### src/rtl/tlca_pkg.sv
// shared types, codes and defaults for the tree lca core
// no dependencies; imported by every other file in rtl
package tlca_pkg;

    localparam int ID_W            = 10;
    localparam int STATUS_W        = 2;
    localparam int MAX_NODES_DEF   = 1024;
    localparam int LIFT_LEVELS_DEF = 10;

    localparam logic CMD_ADD   = 1'b0;
    localparam logic CMD_QUERY = 1'b1;

    localparam logic [STATUS_W-1:0] ST_OK      = 2'd0;
    localparam logic [STATUS_W-1:0] ST_FULL    = 2'd1;
    localparam logic [STATUS_W-1:0] ST_UNALLOC = 2'd2;

    typedef struct packed {
        logic            cmd;
        logic [ID_W-1:0] first_node;
        logic [ID_W-1:0] second_node;
    } in_beat_t;

    typedef struct packed {
        logic [ID_W-1:0]     node_id;
        logic [STATUS_W-1:0] status;
    } out_beat_t;

    // datapath operation of one microcode step
    typedef enum logic [3:0] {
        OP_NONE,
        OP_LOAD_IN,
        OP_DECODE,
        OP_WR_ANC0,
        OP_CHAIN,
        OP_COMMIT,
        OP_ORDER,
        OP_LD_P,
        OP_LIFT,
        OP_RES_A,
        OP_MEET,
        OP_RES_ANC,
        OP_EMIT
    } op_t;

    // ancestor table read address selection
    typedef enum logic [2:0] {
        AR_A0,
        AR_LVL_A,
        AR_CHAIN,
        AR_LIFT,
        AR_TOP,
        AR_MEET
    } ar_t;

    // depth table read address selection
    typedef enum logic {
        DR_AB,
        DR_P
    } dr_t;

    // level counter operation
    typedef enum logic [2:0] {
        LV_HOLD,
        LV_ONE,
        LV_TOP,
        LV_INC,
        LV_DEC
    } lv_t;

    // branch condition
    typedef enum logic [3:0] {
        JC_NEVER,
        JC_ALWAYS,
        JC_NO_VALID,
        JC_ERR,
        JC_QUERY,
        JC_NOT_LAST,
        JC_LVL_NZ,
        JC_SAME,
        JC_OUT_BUSY
    } jc_t;

    typedef struct packed {
        op_t op;
        ar_t ar;
        dr_t dr;
        lv_t lv;
    } uctrl_t;

    typedef struct packed {
        logic err;
        logic query;
        logic not_last;
        logic lvl_nz;
        logic same;
    } dp_flags_t;

    typedef struct packed {
        logic      s_valid;
        logic      out_busy;
        dp_flags_t dp;
    } flags_t;

endpackage

### src/rtl/tlca_useq.sv
// microcode sequencer: step counter, control rom and conditional branches
// depends on tlca_pkg
module tlca_useq
    import tlca_pkg::*;
(
    input  logic   aclk,
    input  logic   aresetn,
    input  flags_t flags,
    output uctrl_t ctrl
);

    localparam int STEP_W = 4;

    localparam logic [STEP_W-1:0] S_IDLE     = 4'd0;
    localparam logic [STEP_W-1:0] S_DECODE   = 4'd1;
    localparam logic [STEP_W-1:0] S_CMD      = 4'd2;
    localparam logic [STEP_W-1:0] S_ADD0     = 4'd3;
    localparam logic [STEP_W-1:0] S_ADD_LOOP = 4'd4;
    localparam logic [STEP_W-1:0] S_ADD_END  = 4'd5;
    localparam logic [STEP_W-1:0] S_Q0       = 4'd6;
    localparam logic [STEP_W-1:0] S_Q1       = 4'd7;
    localparam logic [STEP_W-1:0] S_Q2       = 4'd8;
    localparam logic [STEP_W-1:0] S_L1       = 4'd9;
    localparam logic [STEP_W-1:0] S_L2       = 4'd10;
    localparam logic [STEP_W-1:0] S_EQ       = 4'd11;
    localparam logic [STEP_W-1:0] S_M1       = 4'd12;
    localparam logic [STEP_W-1:0] S_M_END    = 4'd13;
    localparam logic [STEP_W-1:0] S_EMIT     = 4'd14;

    typedef struct packed {
        uctrl_t            ctrl;
        jc_t               jc;
        logic [STEP_W-1:0] tgt;
        logic [STEP_W-1:0] nxt;
    } uword_t;

    function automatic uword_t mk(input op_t op, input ar_t ar, input dr_t dr, input lv_t lv,
                                  input jc_t jc, input logic [STEP_W-1:0] tgt,
                                  input logic [STEP_W-1:0] nxt);
        uword_t w;
        w.ctrl.op = op;
        w.ctrl.ar = ar;
        w.ctrl.dr = dr;
        w.ctrl.lv = lv;
        w.jc      = jc;
        w.tgt     = tgt;
        w.nxt     = nxt;
        return w;
    endfunction

    function automatic uword_t rom(input logic [STEP_W-1:0] step);
        uword_t w;
        unique case (step)
            S_IDLE:     w = mk(OP_LOAD_IN, AR_LVL_A, DR_AB, LV_HOLD, JC_NO_VALID, S_IDLE, S_DECODE);
            S_DECODE:   w = mk(OP_DECODE,  AR_LVL_A, DR_AB, LV_HOLD, JC_ERR,      S_EMIT, S_CMD);
            S_CMD:      w = mk(OP_NONE,    AR_LVL_A, DR_AB, LV_HOLD, JC_QUERY,    S_Q0,   S_ADD0);
            S_ADD0:     w = mk(OP_WR_ANC0, AR_A0,    DR_AB, LV_ONE,  JC_NEVER,    S_IDLE, S_ADD_LOOP);
            S_ADD_LOOP: w = mk(OP_CHAIN,   AR_CHAIN, DR_AB, LV_INC,  JC_NOT_LAST, S_ADD_LOOP,
                               S_ADD_END);
            S_ADD_END:  w = mk(OP_COMMIT,  AR_LVL_A, DR_AB, LV_HOLD, JC_ALWAYS,   S_EMIT, S_IDLE);
            S_Q0:       w = mk(OP_NONE,    AR_LVL_A, DR_AB, LV_HOLD, JC_NEVER,    S_IDLE, S_Q1);
            S_Q1:       w = mk(OP_ORDER,   AR_LVL_A, DR_AB, LV_TOP,  JC_NEVER,    S_IDLE, S_Q2);
            S_Q2:       w = mk(OP_NONE,    AR_LVL_A, DR_AB, LV_HOLD, JC_NEVER,    S_IDLE, S_L1);
            S_L1:       w = mk(OP_LD_P,    AR_LVL_A, DR_P,  LV_HOLD, JC_NEVER,    S_IDLE, S_L2);
            S_L2:       w = mk(OP_LIFT,    AR_LIFT,  DR_AB, LV_DEC,  JC_LVL_NZ,   S_L1,   S_EQ);
            S_EQ:       w = mk(OP_RES_A,   AR_TOP,   DR_AB, LV_TOP,  JC_SAME,     S_EMIT, S_M1);
            S_M1:       w = mk(OP_MEET,    AR_MEET,  DR_AB, LV_DEC,  JC_LVL_NZ,   S_M1,   S_M_END);
            S_M_END:    w = mk(OP_RES_ANC, AR_LVL_A, DR_AB, LV_HOLD, JC_ALWAYS,   S_EMIT, S_IDLE);
            S_EMIT:     w = mk(OP_EMIT,    AR_LVL_A, DR_AB, LV_HOLD, JC_OUT_BUSY, S_EMIT, S_IDLE);
            default:    w = mk(OP_NONE,    AR_LVL_A, DR_AB, LV_HOLD, JC_ALWAYS,   S_IDLE, S_IDLE);
        endcase
        return w;
    endfunction

    logic [STEP_W-1:0] upc_reg;
    logic [STEP_W-1:0] upc_next;
    uword_t            word;
    logic              taken;

    always_comb begin
        word = rom(upc_reg);
        unique case (word.jc)
            JC_NEVER:    taken = 1'b0;
            JC_ALWAYS:   taken = 1'b1;
            JC_NO_VALID: taken = !flags.s_valid;
            JC_ERR:      taken = flags.dp.err;
            JC_QUERY:    taken = flags.dp.query;
            JC_NOT_LAST: taken = flags.dp.not_last;
            JC_LVL_NZ:   taken = flags.dp.lvl_nz;
            JC_SAME:     taken = flags.dp.same;
            JC_OUT_BUSY: taken = flags.out_busy;
            default:     taken = 1'b1;
        endcase
        upc_next = taken ? word.tgt : word.nxt;
    end

    assign ctrl = word.ctrl;

    always_ff @(posedge aclk) begin
        if (!aresetn) begin
            upc_reg <= S_IDLE;
        end else begin
            upc_reg <= upc_next;
        end
    end

endmodule

### config.mk
export PLATFORM = sky130hd
export DESIGN_NAME = tlca_useq
export DESIGN_NICKNAME = d
export VERILOG_FILES = /design/src/rtl/tlca_pkg.sv /design/src/rtl/tlca_useq.sv
export SDC_FILE = /design/constraint.sdc
export NUM_CORES = 1
export LEC_CHECK = 0
export ABC_AREA = 1
export BUFFER_PORTS_ARGS = -buffer_cell sky130_fd_sc_hd__buf_2
export CAP_MARGIN = 20
export CORE_MARGIN = 2
export CORE_UTILIZATION = 50
export CTS_CLUSTER_SIZE = 28
export DETAILED_ROUTE_END_ITERATION = 8
export PLACE_DENSITY = 0.72
export SLEW_MARGIN = 25
export SYNTH_ARGS = -nofsm -noshare
export SYNTH_HDL_FRONTEND = slang
export SYNTH_SLANG_ARGS = --single-unit
export TNS_END_PERCENT = 30
### constraint.sdc
create_clock -name aclk -period 2.6 [get_ports aclk]
set_input_delay 0.52 -clock aclk [delete_from_list [all_inputs] [get_ports aclk]]
set_output_delay 0.52 -clock aclk [all_outputs]
set_load 0.005 [all_outputs]
==> metrics.cfg, run 1 <==
[synthesis]
yosysSeqAreaShare = 0.3542
synth_area_sq_mm = 0.001300
synth_fp_nets = 197
synth_top_area_share = 0.3542
yosys-top-cells-area = dfxtp_1 35%, nand2_1 18%, buf_4 6.4%
syn_area_per_cell_sq_um = 7.143
yosysTopAreaCell = dfxtp_1
yosysWarningCount = 0
syn_inst = 182
synth.distinct_cells = 23
synth-seq-cells = 23

[timing]
fin_tns_setup_ns = 0
max_slew_margin = 0.8360
setup_ws_ns = 0.4903
finalSetupViolations = 0
max_slew.worst_pin.slew_ns = 0.2451
timing.final.crit_share = 0.8114
grt_setup_unrepaired = no
max_freq_mhz = 474.0
skew_ns = 0.01109
finalMaxSlewViolations = 0
holdWs_ns = 0.6500
finalHoldViolCount = 0
min_period_ns = 2.110

[clock_network]
cts.clk_slew.worst_paths_ns = 0.13
cts_setup_buffers = 0
cts_root_buf = clkbuf_4
post_cts_resized = 0
clockBufferDepth = 2
hold_buffers = 0
cts_tree = done
clk_latency_ns = 0.32
cts_buffers = 3
htreeDepth = 1
clock_sinks = 23

[floorplan]
fp-row-count = 18
core_sq_mm = 0.002477
die_area_sq_mm = 0.003024
pin_count = 20
initial_core_util = 0.5247
die_h_um = 54.99
die_w_um = 54.99

[setup_path]
crit_required_ns = 2.82
worstPathArrival_ns = 2.33
path_class = flip-flop to flip-flop
cp-start-kind = flip-flop
critPathMaxFanout = 7
end_kind = flip-flop

[cells_and_area]
nFillCells = 248
finalInstanceArea_sq_mm = 0.001346
area_growth_pct = 3.561
final_common_cell = nand2_1
final_nets = 207
drive_gt1_frac = 0.2251
diodes = 0
largest_reg_flops = 23
final_cell_mix = 63 x nand2_1, 23 x dfxtp_1, 21 x inv_1

[detailed_routing]
vias = 1117
dr.pass1.iters = 6
viasPerCell = 5.054
antenna_left = 0
drt_iter0_markers = 22
routed_wl_um = 2515
avgRoutedWirePerCell_um = 11.38
drcViolationCount = 0

[power_and_ir_drop]
power.total_uw = 1652
p_per_area_mw_per_mm2 = 1227
pwr-share-seq = 0.320
p_leak_uw = 0.0007662
switchingPower_uw = 785.5
p_int_uw = 867.0
combinationalPowerShare = 0.581
switching_share = 0.4753
max-vdd-ir-drop_mv = 0.7182
power_frac_clock = 0.100

[place]
post-place-ws_ns = 0.3101
gp_congestion = 0.8832
portBuffers = 19
placed_cell_area_sq_mm = 0.001319
dp.final_hpwl_um = 1973

[grt]
grt_pass1_wl_um = 4050
antenna_found_initial = 0
grt_pass1_vias = 1012
grt_start_max_net_pins = 16
grt_usage = 0.1899
grt_overflow_total = 0

[worst_hold_path]
hold_path_class = primary input to flip-flop

[outcome]
status = completed

[flow_run]
drv_cap = 0

==> metal layers <==
layer / up-vias / global-route usage / part of all wire
met5: - / 0 / 0
met3: 7 / 0.01882 / 0.052
met2: 30 / 0.3472 / 0.50
met1: 514 / 0.2120 / 0.42
met4: 0 / 0.1098 / 0.029
li1: 566 / - / -
==> cell usage after synthesis <==
cell      n
nand3_1  14
a21oi_2   1
nand3_2   1
ha_1      6
nand2_2   9
buf_6     3
o21ai_0   2
nand4_1   4
nand3_4   1
dfxtp_1  23
nand2_1  63
buf_4    11
nor2_1    8
nor2_4    1
buf_2     1
o21a_2    1
a21oi_1   2
nor2_8    1
o21a_1    1
inv_1    21
o21ai_1   4
inv_2     3
nand2_4   1
==> per-stage QoR <==
step / util / std cells
final: 0.5434 / 221
after global routing: 0.5434 / 221
after CTS: 0.5434 / 221
after detailed placement: 0.5323 / 217
after global placement: 0.5323 / 217
after floorplan: - / 182
==> worst max-delay path: stages, from the launching register on <==
cell and delay, ns:
dfxtp_1 0.44, inv_1 0.09, nand2_1 0.07, nand3_1 0.09, nand2_2 0.13, nand3_4 0.13
nand2_1 0.10, nand2_1 0.10, nor2_4 0.19, inv_1 0.09, ha_1 0.31, nand2_1 0.11
nand2_1 0.06, nand2_1 0.06, nand2_1 0.06
==> final timing paths <==
path                 start  endpoint  slack [ns]  depth (start not counted)
setup / recovery  word[10]   word[6]        0.49                         14
setup reg to reg  word[10]   word[6]        0.49                         14
hold / removal     aresetn   word[2]        0.65                          5
hold reg to reg    word[0]   word[2]        0.67                          5
==> logic make-up after synthesis <==
kind of cell    share of synthesized area
buf+inv                            0.1627
flops                              0.3542
fa+ha+maj                         0.05775
simple gates                       0.3754
compound gates                    0.05005
==> cell type report <==
cell class	count	area, sq um	share of cell area
sequential	23	460.4	0.3420
inverter	24	90.09	0.06691
multi-input combinational	120	628.1	0.4665
clock inverter	1	5.005	0.003717
clock buffer	3	22.52	0.01673
tap	30	37.54	0.02788
timing repair buffer	20	102.6	0.07621
==> power groups by stage <==
stage | registers [uW] | clock network (uW) | logic [uW]
2_1_floorplan | 529 | 0 | 848
3_3_place_gp | 536 | 0 | 930
3_5_place_dp | 537 | 0 | 957
4_1_cts | 528 | 172 | 961
5_1_grt | 540 | 177 | 1100
6_report | 528 | 165 | 959
(Power assumes the default switching activity.)
==> run 2, diff against run 1 <==
--- a/config.mk
+++ b/config.mk
@@ -5,7 +5,7 @@
 export SDC_FILE = /design/constraint.sdc
 export NUM_CORES = 1
 export LEC_CHECK = 0
-export ABC_AREA = 1
+export ABC_AREA = 0
 export BUFFER_PORTS_ARGS = -buffer_cell sky130_fd_sc_hd__buf_2
 export CAP_MARGIN = 20
 export CORE_MARGIN = 2
==> constraint.sdc (replaced) <==
create_clock -name aclk -period 2.1 [get_ports aclk]
set_input_delay 0.42 -clock aclk [delete_from_list [all_inputs] [get_ports aclk]]
set_output_delay 0.42 -clock aclk [all_outputs]
set_load 0.005 [all_outputs]
==> metrics.cfg, run 2 <==
[outcome]
status = complete, but fails checks
violations = negative setup slack

[synthesis]
yosysMostFrequentCell = dfxtp_1
synth_top_area_share = 0.3601
ys.flop_type = dfxtp_1
synth_commonest_cells = 23 x dfxtp_1, 22 x nor2_1, 18 x nand2_1, 11 x buf_4, 8 x mux2i_1
yosysWarningCount = 0
synth.distinct_cells = 34
yosys-top-cells-area = dfxtp_1 36%, buf_4 6.5%, nor2_1 6.5%
synthArstFlopShare = 0
yosysTopAreaCell = dfxtp_1
syn_area_per_cell_sq_um = 8.358
synth_edf_count = 0
synth_area_sq_mm = 0.001279
syn_inst = 153
yosysSeqAreaShare = 0.3601
synth-seq-cells = 23
synth_fp_nets = 168

[clock_network]
cts_tree = done
cts_buffers = 3
htreeDepth = 1
clockBufferDepth = 2
cts_root_buf = clkbuf_4
clock_sinks = 23
cts.clk_slew.worst_paths_ns = 0.13
clk_latency_ns = 0.31

[setup_path]
critPathMaxFanout = 5
regToRegStartpoint = word[9]
path_cells = mux2i_1, a21oi_2, a32oi_2, buf_4, mux2i_4, inv_2, ha_4, o221ai_2, mux2_4
worstPathArrival_ns = 2.42
crit_required_ns = 2.32
path_class = flip-flop to flip-flop
end_kind = flip-flop
cp_top_family = multiplexers
cp-start-kind = flip-flop
max_stage_delay_ns = 0.39
rrSetupSlack_ns = -0.11
r2r_cells = 9
r2r_end = word[19]
path_depth = 9
crit_buf_inv = 2
slowest_stage = dfxtp_4

[cells_and_area]
diodes = 0
final_cell_mix = 22 x nor2_1, 22 x buf_4, 20 x dfxtp_1
finalNonFillerCells = 213
final_nets = 199
final_util = 0.6733
drive_gt1_frac = 0.4262
largest_reg_flops = 23
area_growth_pct = 29.26

[grt]
grt_overflow_total = 0
grt_usage = 0.2494
antenna_found_initial = 0
use_met3 = 0.03005
busiest_layer = met2
use_met2 = 0.4297
grt_pass1_wl_um = 5223
grt_start_max_net_pins = 19
grt_pass1_vias = 1130
grt_use_met1 = 0.2990

[timing]
setup_ws_ns = -0.1074
finalMaxSlewViolations = 0
skew_ns = 0.001848
max_slew.worst_pin.slew_ns = 0.3167
finalHoldViolCount = 0
min_period_ns = 2.207
timing.final.crit_share = 1.051
max_freq_mhz = 453.0
grt_setup_unrepaired = yes
finalSetupViolations = 9
max_slew_margin = 0.7847

[power_and_ir_drop]
max-vdd-ir-drop_mv = 0.9063
pwr-share-seq = 0.272
p_leak_uw = 0.0007466
switching_share = 0.4139
p_per_area_mw_per_mm2 = 1599
power_frac_clock = 0.079
power.total_uw = 2643
switchingPower_uw = 1094
p_int_uw = 1549
combinationalPowerShare = 0.649

[detailed_routing]
drcViolationCount = 0
viasPerCell = 5.840
vias = 1244
drt_iter0_markers = 74
routed_wl_um = 3286
antenna_left = 0
dr.pass1.iters = 4
avgRoutedWirePerCell_um = 15.43

[place]
gp_congestion = 0.9962
dp.final_hpwl_um = 2342
place_inst = 204
portBuffers = 19

[worst_hold_path]
hold_start = aresetn
hold_path_class = primary input to flip-flop
min_to = word[2]
hold_depth = 6

[floorplan]
initial_core_util = 0.5209
die_w_um = 54.57
die_h_um = 54.57
pin_count = 20
fp-row-count = 18
core_sq_mm = 0.002455
die_area_sq_mm = 0.002978

[flow_run]
drv_cap = 0

-- run 2: changes by cell type in the layout (fill, tap and decap cells not counted), sizes merged, moves of 4 or more --
cell | previous run | this run
mux2i | 0 | 8
mux2 | 0 | 6
nand3 | 16 | 4
nand2 | 73 | 18
nor2 | 10 | 22
buf | 20 | 42
a21oi | 3 | 7
inv | 24 | 6
-- run 2: logic make-up (layout without fill, tap and decap cells) --
family | count (synthesis) | after routing | synth area share
and+or+nand+nor | 61 | 61 | 0.2182
AOI/OAI and AO/OA | 27 | 27 | 0.1390
DFF | 23 | 23 | 0.3601
buffers and inverters | 22 | 52 | 0.1057
muxes | 14 | 14 | 0.1184
adders and majority gates | 6 | 6 | 0.05871
-- run 2: cell type report --
class / count / area [sq um]
well taps: 30 / 37.54
clock buffers: 3 / 22.52
fillers: 201 / 802.0
flip-flops and latches: 23 / 466.7
multi-input cells: 108 / 818.3
inverters: 6 / 22.52
repair buffers: 42 / 280.3
clock inverters: 1 / 5.005
-- run 2: how the worst max path moves through the flow --
stage / to / from / slack [ns]
floorplan: word[19] / flags[5] / -0.18
global placement: word[20] / flags[5] / -0.34
detailed placement: word[20] / flags[1] / -0.37
CTS: word[5] / word[11] / -0.08
global route: word[19] / word[9] / -0.21
finish: word[19] / word[9] / -0.11
-- run 2: per-stage QoR --
stage / worst slack, ns / TNS (ns) / hold slack (ns) / instance area [sq um]
3_5_place_dp: -0.3679 / -5.133 / 0.6796 / 1504
3_3_place_gp: -0.3431 / -4.217 / 0.6767 / 1504
2_1_floorplan: -0.1823 / -0.6814 / 0.6039 / 1343
6_report: -0.1074 / -0.4187 / 0.7082 / 1653
5_1_grt: -0.2127 / -2.704 / 0.7675 / 1653
4_1_cts: -0.07551 / -0.2062 / 0.6876 / 1624
-- run 2: routing by layer --
layer / wire length, um / vias up / share of wire
met2: 1582 / 69 / 0.48
met4: 170 / 0 / 0.052
met3: 224 / 22 / 0.068
met1: 1308 / 575 / 0.40
met5: 0 / - / 0
li1: - / 578 / -
-- run 2: worst min-delay path, delay by kind of cell --
kind | cells | cell delay (ns)
simple gates | 3 | 0.19
compound gates | 2 | 0.17
buf+inv | 1 | 0.19
-- run 2: repair_timing --
item / 4_1_cts / 5_1_grt
hold buffers: 0 / 0
endpoints found under the hold margin: 0 / 0
resized for setup: 15 / 7
endpoints found under the setup margin: 23 / 20
pin swaps: 4 / 4
buffers inserted: 4 / 1
-- run 2: power by group through the flow --
stage | registers [uW] | logic (uW) | clock network (uW)
6_report | 720 | 1710 | 208
2_1_floorplan | 683 | 1070 | 0
3_5_place_dp | 713 | 1450 | 0
4_1_cts | 710 | 1620 | 210
3_3_place_gp | 711 | 1420 | 0
5_1_grt | 736 | 1840 | 224
